===== src/design/e2e7m_pkg.sv =====
package e2e7m_pkg;

    // message geometry
    localparam int unsigned MAX_MSG_BYTES_DEF = 4096;
    localparam int unsigned HDR_BYTES         = 24;
    localparam int unsigned CRC_FIELD_BYTES   = 8;
    localparam int unsigned LEN_FIELD_END     = 12;
    localparam int unsigned CNT_FIELD_END     = 16;
    localparam int unsigned ID_FIELD_END      = 20;

    localparam logic [63:0] CRC_POLY_REFL = 64'hC96C_5795_D787_0F42;
    localparam logic [63:0] CRC_INIT      = 64'hFFFF_FFFF_FFFF_FFFF;

    // expected type / result codes above this are invalid
    localparam logic [1:0] MSG_CODE_MAX = 2'd1;

    // output queue
    localparam int unsigned OUTQ_DEPTH = 3;
    localparam int unsigned OUTQ_CW    = $clog2(OUTQ_DEPTH + 1);

    typedef enum logic [2:0] {
        CHK_OK           = 3'd0,
        CHK_OK_SOME_LOST = 3'd1,
        CHK_ERROR        = 3'd2,
        CHK_REPEATED     = 3'd3,
        CHK_NO_NEW_DATA  = 3'd4,
        CHK_WRONG_SEQ    = 3'd5
    } t_chk_status;

    typedef enum logic [2:0] {
        SM_OK          = 3'd0,
        SM_ERROR       = 3'd1,
        SM_REPEATED    = 3'd2,
        SM_NO_NEW_DATA = 3'd3,
        SM_WRONG_SEQ   = 3'd4
    } t_sm_status;

    typedef enum logic [2:0] {
        CFG_HDR_OFFSET  = 3'd0,
        CFG_EXP_DATA_ID = 3'd1,
        CFG_MAX_DELTA   = 3'd2,
        CFG_MIN_LEN     = 3'd3,
        CFG_MAX_LEN     = 3'd4,
        CFG_SINK_MODE   = 3'd5
    } t_cfg_idx;

    typedef enum logic {
        RC_OK          = 1'b0,
        RC_WRONG_INPUT = 1'b1
    } t_ret_code;

    typedef struct packed {
        logic [7:0]  data_byte;
        logic        last_byte;
        logic        no_data;
        logic [27:0] exp_source_id;
        logic [1:0]  exp_msg_type;
        logic [1:0]  exp_msg_result;
    } t_in_word;

    typedef struct packed {
        logic        return_code;
        logic [2:0]  check_status;
        logic [2:0]  sm_status;
        logic [27:0] received_source_id;
        logic [31:0] received_counter;
    } t_out_word;

    typedef struct packed {
        logic [2:0]  reg_idx;
        logic [31:0] wdata;
    } t_cfg_word;

    function automatic t_sm_status sm_map(input logic [2:0] s);
        t_sm_status r;
        unique case (s)
            CHK_OK, CHK_OK_SOME_LOST: r = SM_OK;
            CHK_REPEATED:             r = SM_REPEATED;
            CHK_NO_NEW_DATA:          r = SM_NO_NEW_DATA;
            CHK_WRONG_SEQ:            r = SM_WRONG_SEQ;
            default:                  r = SM_ERROR;
        endcase
        return r;
    endfunction

    // reflected crc-64, one byte
    function automatic logic [63:0] crc64_byte(input logic [63:0] crc, input logic [7:0] b);
        logic [63:0] c;
        c = crc ^ {56'd0, b};
        for (int i = 0; i < 8; i++) begin
            c = c[0] ? ((c >> 1) ^ CRC_POLY_REFL) : (c >> 1);
        end
        return c;
    endfunction

endpackage


===== src/design/e2e7m_chan_if.sv =====
interface e2e7m_chan_if #(
    parameter type T_WORD = logic
) ();
    logic  valid;
    logic  ready;
    T_WORD data;

    modport source (output valid, output data, input ready);
    modport sink   (input valid, input data, output ready);
endinterface


===== src/design/e2e7m_outq.sv =====
module e2e7m_outq import e2e7m_pkg::*; (
    input  logic                 i_clk,
    input  logic                 i_rst_n,
    input  logic                 i_push,
    input  t_out_word            i_word,
    output logic [OUTQ_CW-1:0]   o_count,
    e2e7m_chan_if.source         o_out
);

    t_out_word          r_q [OUTQ_DEPTH];
    logic [OUTQ_CW-1:0] r_count;
    logic [OUTQ_CW-1:0] n_count;
    logic [OUTQ_CW-1:0] wr_idx;
    logic               pop;

    assign o_out.valid = (r_count != '0);
    assign o_out.data  = r_q[0];
    assign o_count     = r_count;
    assign pop         = o_out.valid && o_out.ready;
    assign n_count     = r_count + OUTQ_CW'(i_push) - OUTQ_CW'(pop);
    assign wr_idx      = pop ? (r_count - OUTQ_CW'(1)) : r_count;

    always_ff @(posedge i_clk) begin
        if (!i_rst_n) begin
            r_count <= '0;
        end else begin
            r_count <= n_count;
        end
    end

    // head always at slot 0, shift on pop
    always_ff @(posedge i_clk) begin
        if (pop) begin
            for (int i = 0; i < OUTQ_DEPTH - 1; i++) begin
                r_q[i] <= r_q[i + 1];
            end
        end
        if (i_push) begin
            for (int i = 0; i < OUTQ_DEPTH; i++) begin
                if (wr_idx == OUTQ_CW'(i)) begin
                    r_q[i] <= i_word;
                end
            end
        end
    end

endmodule


===== src/flat_wrapper.sv =====
// flat-port wrapper written by rule: the top's interface ports become plain ports
module e2e7m_outq_flat import e2e7m_pkg::*;
  (i_clk, i_rst_n, i_push, i_word, o_count, o_out_valid, o_out_data, o_out_ready);
  e2e7m_chan_if o_out_i ();
  input  logic i_clk;
  input  logic i_rst_n;
  input  logic i_push;
  input  t_out_word i_word;
  output logic [OUTQ_CW-1:0] o_count;
  output wire logic [$bits(o_out_i.valid)-1:0] o_out_valid;
  output wire logic [$bits(o_out_i.data)-1:0] o_out_data;
  input wire logic [$bits(o_out_i.ready)-1:0] o_out_ready;
  assign o_out_valid = o_out_i.valid;
  assign o_out_data = o_out_i.data;
  assign o_out_i.ready = o_out_ready;
  e2e7m_outq u_core (.i_clk(i_clk), .i_rst_n(i_rst_n), .i_push(i_push), .i_word(i_word), .o_count(o_count), .o_out(o_out_i));
endmodule

===== config.mk =====
export PLATFORM = sky130hd
export DESIGN_NAME = e2e7m_outq_flat
export DESIGN_NICKNAME = d
export VERILOG_FILES = /design/src/design/e2e7m_pkg.sv /design/src/design/e2e7m_chan_if.sv /design/src/design/e2e7m_outq.sv /design/src/flat_wrapper.sv
export SDC_FILE = /design/constraint.sdc
export NUM_CORES = 1
export LEC_CHECK = 0
export BUFFER_PORTS_ARGS = -buffer_cell sky130_fd_sc_hd__clkbuf_2
export CAP_MARGIN = 20
export CORE_MARGIN = 1
export CORE_UTILIZATION = 19
export CTS_CLUSTER_DIAMETER = 50
export DETAILED_ROUTE_END_ITERATION = 10
export MAX_ROUTING_LAYER = met4
export PLACE_DENSITY = 0.72
export SYNTH_ARGS = -nofsm -noshare
export SYNTH_HDL_FRONTEND = slang
export SYNTH_SLANG_ARGS = --single-unit

===== constraint.sdc =====
create_clock -name i_clk -period 1.65 [get_ports i_clk]
set_input_delay 0.4125 -clock i_clk [delete_from_list [all_inputs] [get_ports i_clk]]
set_output_delay 0.4125 -clock i_clk [all_outputs]
set_load 0.01 [all_outputs]

==> results of run 1 <==
## path summary, 6_finish.rpt
check,endpoint,cells past startpoint,start,slack [ps]
max,u_core.r_q[0][67],5,u_core.o_count[0],60
min,u_core.o_count[0],2,i_rst_n,390
max reg2reg,u_core.r_q[0][67],5,u_core.o_count[0],60
min reg2reg,u_core.r_q[0][0],1,u_core.r_q[0][67],550
## cells by family (layout without fill, tap and decap cells)
family                   Yosys count  in the layout  synth area share
multiplexers                       2              2            0.0700
AND/OR/NAND/NOR                   13             13             0.253
XOR/XNOR                           3              3            0.0817
buffers and inverters              4             22            0.0700
AO/OA/AOI/OAI                      4              4            0.0817
flip-flops                         5              5             0.405
adder cells (fa/ha/maj)            1              1            0.0389
## flip-flops by register name (all words and copies together), names as in the netlist
register,cells
u_core.r_q,3
u_core.o_count,2
## layer usage
| layer | global-route usage | share of wire |
|---|---|---|
| met5 | - | 0 |
| met4 | 0.0182 | 0 |
| met3 | 0.0809 | 0.096 |
| met2 | 0.113 | 0.41 |
| met1 | 0.0956 | 0.49 |
## timing repair
action,in CTS,in global routing
pin swaps,0,1
cloned,0,0
gates resized for setup,1,1
setup endpoints to repair,3,2
## metrics by stage
stage / cell area, um^2 / utilization / setup slack (ps)
2_1_floorplan: 345 / - / 2.18
3_3_place_gp: 447 / 0.290 / -37.5
3_5_place_dp: 447 / 0.290 / -81.1
4_1_cts: 475 / 0.308 / 24.5
5_1_grt: 480 / 0.312 / 6.10
6_report: 480 / 0.312 / 64.3
## power groups by stage
stage	combinational, mW	clock [mW]	sequential [mW]
3_5_place_dp	0.587	0	0.239
2_1_floorplan	0.340	0	0.275
5_1_grt	0.686	0.157	0.240
4_1_cts	0.605	0.148	0.237
6_report	0.618	0.141	0.236
3_3_place_gp	0.578	0	0.236
## Yosys cell counts
library cell,count
nor3_1,3
and3_2,1
mux2_2,2
inv_1,3
nand2b_1,2
nand2_1,1
o21a_1,1
buf_6,1
ha_1,1
and3_1,1
nor2b_1,1
o21ai_2,1
nor3b_1,1
xnor2_1,3
and2_1,2
o21ai_1,2
or4b_1,1
edfxtp_1,3
dfxtp_1,2
## area by class of cell
type,instances,share of cell area
multi-input combinational,23,0.401
sequential,5,0.281
timing repair buffer,15,0.193
clock buffer,4,0.0547
tap,16,0.0417
inverter,3,0.0286
==> flow_summary.ini, run 1 <==
[setup_path]
crit_family = multiplexers
max_stage_delay_ps = 360
path_cells = inv_4 > ha_4 > and3_1 > o21ai_1 > mux2_2
path_class = flop to flop
crit_fanout = 3
cp.arrival_ps = 1580
cp.required_ps = 1640
startpoint_type = flop
slowest_stage = mux2_2
cp-end-kind = flop
cp_num_buf_inv = 1

[clocking]
clock-sinks = 5
cts_tree = done
clockBufferDepth = 2
cts_setup_buffers = 0
clk_latency_ps = 240
root_buffer = clkbuf_4
postCtsHoldBufs = 0
htree_levels = 1
cts_made_buffers = 3
clk_pin_slew_ps = 50

[job]
maxCapViolations = 0

[floorplan]
rows = 14
num_io_pins = 75
dieArea_um2 = 1860
core_area_um2 = 1540
initial_utilization = 0.209
die_w_um = 43.1
fp.dieH_um = 43.1

[layout]
multi_input_comb_area_um2 = 193
layout.cells.non_filler = 66
finalNetCount = 123
n_antenna_cell = 0
n_fill_cell = 166
regArea_um2 = 135
drive_above_1_share = 0.580
final_cell_mix = clkbuf_2, buf_4
area_delta_synth_final_pct = 49.4
mostFrequentLayoutCell = clkbuf_2

[place]
dp_hpwl_um = 496
dp.cells = 62
routabilityCongestion = 0.708
io_buffers = 8

[routing]
drtIter0Drc = 3
vias = 291
dr.pass1.iters = 3
ant_nets = 0
wl_um = 637
vias_per_cell = 4.41
wl_per_cell_um = 9.65
drc = 0

[timing]
rsz0062_at_grt = false
holdWs_ps = 386
tightest_slew_ps = 216
clock.fmax_ghz = 0.631
fin_skew_ps = 5.55
hold_violations = 0
setup_viol = 0
maxSlewHeadroom = 0.855
fin_tns_setup_ps = 0
finalCriticalPeriod_ps = 1590
finalMaxSlewViolations = 0
period_share = 0.961

[synthesis]
netlist_instances = 32
synth_area_leaders = edfxtp_1, dfxtp_1, xnor2_1
yosysTopAreaCell = edfxtp_1
avgSynthCellArea_um2 = 10.0
syn-cell-area_um2 = 322
ys_seq_area_frac = 0.405
syn-num-nets = 104
ys_ff_latch = 5
ys_types = 19
ys_warn_count = 0
synth.top_cell.area_share = 0.280

[global_route]
antenna_found_initial = 0
grt.overflow.total = 0
grt_use_total = 0.0865
grt_max_degree = 8
grt_pass1_wl_mm = 1.06
grt_pass1_vias = 271

[power]
power_frac_seq = 0.237
total_power_mw = 0.995
p_int_mw = 0.641
power.share.clock = 0.142
p_sw_mw = 0.354
power_density_nw_per_um2 = 2070
peakVddDrop_mv = 0.662
leakagePower_nw = 0.211
swShare = 0.355
comb_power_share = 0.621

[hold_path]
hp-class = input pin to flop

[outcome]
status = completed
(Power assumes the default switching activity.)
==> run 2, diff against run 1 <==
--- a/config.mk
+++ b/config.mk
@@ -12,7 +12,7 @@
 export CTS_CLUSTER_DIAMETER = 50
 export DETAILED_ROUTE_END_ITERATION = 10
 export MAX_ROUTING_LAYER = met4
-export PLACE_DENSITY = 0.72
+export PLACE_DENSITY_LB_ADDON = 0.3
 export SYNTH_ARGS = -nofsm -noshare
 export SYNTH_HDL_FRONTEND = slang
 export SYNTH_SLANG_ARGS = --single-unit
==> run 2 against run 1 <==
Combinational power is 3.2% higher. Global-route usage is 0.37 points higher. Setup slack improved by 10 ps. Final area is 1.6% higher. Critical path depth rose by 2. Flip-flop and latch count unchanged. First-iteration DRC count fell by 67%. Sequential share of layout area down 0.43 points. Sequential power is essentially flat. Power increased by 2.0%. Core utilization up 0.49 points. Critical path type unchanged.
==> flow_summary.ini, run 2 (synthesized netlist as in run 1, its figures left out) <==
[timing]
finalMaxSlewViolations = 0
rsz0062_at_grt = false
maxSlewHeadroom = 0.842
hold_violations = 0
finalCriticalPeriod_ps = 1580
fin_skew_ps = 0.731
tightest_slew_ps = 235
setup_viol = 0
clock.fmax_ghz = 0.635
period_share = 0.955

[setup_path]
path_class = flop to flop
cp.arrival_ps = 1710
path_cells = inv_4 > ha_4 > buf_4 > or4b_4 > o21ai_2 > xnor2_1 > and2_1
worstRegToRegCells = 7
r2r_slack_ps = 70
reg2reg_from = u_core.o_count[0]
slowest_stage = or4b_4
crit_end = u_core.o_count[1]
cp-end-kind = flop
cp.required_ps = 1780
cp-startpoint = u_core.o_count[0]
reg2reg_to = u_core.o_count[1]
crit_fanout = 2
max_stage_delay_ps = 500
startpoint_type = flop

[global_route]
grtUsageMet1 = 0.0987
use_met3 = 0.0766
grt_pass1_wl_mm = 1.13
grt_use_total = 0.0902
grt.overflow.total = 0
grt_max_degree = 8
antenna_found_initial = 0
grt_pass1_vias = 290
use_met2 = 0.125
top_usage_layer = met2

[power]
power_frac_seq = 0.231
power_density_nw_per_um2 = 2080
leakagePower_nw = 0.218
p_sw_mw = 0.362
p_int_mw = 0.652
comb_power_share = 0.629
power.share.clock = 0.140
swShare = 0.357
peakVddDrop_mv = 0.769

[place]
routabilityCongestion = 0.783
dp.cells = 63
dp_hpwl_um = 505
placed_cell_area_um2 = 454
io_buffers = 8

[routing]
wl_um = 647
vias = 276
ant_nets = 0
dr.pass1.iters = 2
drc = 0
vias_per_cell = 4.18
wl_per_cell_um = 9.80
drtIter0Drc = 1

[layout]
n_antenna_cell = 0
final_cell_mix = clkbuf_2, buf_4
largest_reg_flops = 3
top_register = u_core.r_q
area_delta_synth_final_pct = 51.8
n_fill_cell = 180
finalNetCount = 123
layout.cells.non_filler = 66
post-route-cell-area_um2 = 488
mostFrequentLayoutCell = clkbuf_2
drive_above_1_share = 0.600

[clocking]
postCtsHoldBufs = 0
clockBufferDepth = 2
root_buffer = clkbuf_4
clock-sinks = 5
cts_made_buffers = 3
clk_pin_slew_ps = 40
clk_latency_ps = 240
cts_tree = done
cts_setup_buffers = 0
htree_levels = 1

[outcome]
status = completed

[floorplan]
die_w_um = 43.1
initial_utilization = 0.209
core_area_um2 = 1540
num_io_pins = 75
rows = 14
fp.dieH_um = 43.1
dieArea_um2 = 1860

[hold_path]
hp-class = input pin to flop

[job]
maxCapViolations = 0
run 2: cell counts in the layout (fill, tap and decap cells not counted):
No cell type changed its count.
run 2: worst min-delay path by stage:
| stage | start | to | cells past startpoint |
|---|---|---|---|
| 2_1_floorplan | i_word[0] | u_core.r_q[0][134] | 0 |
| 3_3_place_gp | u_core.r_q[0][134] | u_core.r_q[0][67] | 1 |
| 3_5_place_dp | u_core.r_q[0][67] | u_core.r_q[0][0] | 1 |
| 4_1_cts | i_rst_n | u_core.o_count[0] | 2 |
| 5_1_grt | i_word[0] | u_core.r_q[0][134] | 1 |
| 6_report | i_rst_n | u_core.o_count[0] | 2 |
run 2: per-stage QoR:
stage | total power [mW] | TNS, ps | hold slack, ps | setup slack, ps | util
floorplan | 0.615 | 0 | 511 | 2.18 | -
global placement | 0.849 | -110 | 528 | -55.2 | 0.295
detailed placement | 0.845 | -140 | 536 | -73.6 | 0.295
CTS | 1.00 | 0 | 373 | 31.1 | 0.311
global route | 1.11 | 0 | 382 | 2.16 | 0.317
finish | 1.01 | 0 | 380 | 74.3 | 0.317
run 2: worst max-delay path, delay by kind of cell (launching register included):
kind                       cells  cell delay, ps
and+or+nand+nor                2             630
buffers and inverters          2             170
adders and majority gates      1             160
DFF                            1             350
AOI/OAI and AO/OA              1              70
xor gates and xnor gates       1              90
run 2: layer usage:
| layer | part of all wire | vias up |
|---|---|---|
| met2 | 0.44 | 11 |
| met4 | 0 | 0 |
| met5 | 0 | - |
| met3 | 0.090 | 0 |
| met1 | 0.47 | 120 |
| li1 | - | 145 |
run 2: what timing repair did:
action                     4_1_cts  5_1_grt
setup endpoints to repair        2        3
gates resized for setup          2        2
pin swaps                        1        2
run 2: power groups by stage:
stage               clock network, mW  registers, mW  logic [mW]
finish                          0.142          0.234       0.638
global route                    0.157          0.239       0.710
CTS                             0.151          0.235       0.618
detailed placement                  0          0.237       0.608
global placement                    0          0.236       0.613
floorplan                           0          0.275       0.340
run 2: area by class of cell:
cell class	count	area, um^2	area share
Timing Repair Buffer	15	92.6	0.190
Tap cell	16	20.0	0.0410
Multi-Input combinational cell	23	200	0.410
Inverter	3	13.8	0.0282
Sequential cell	5	135	0.277
Clock buffer	4	26.3	0.0538
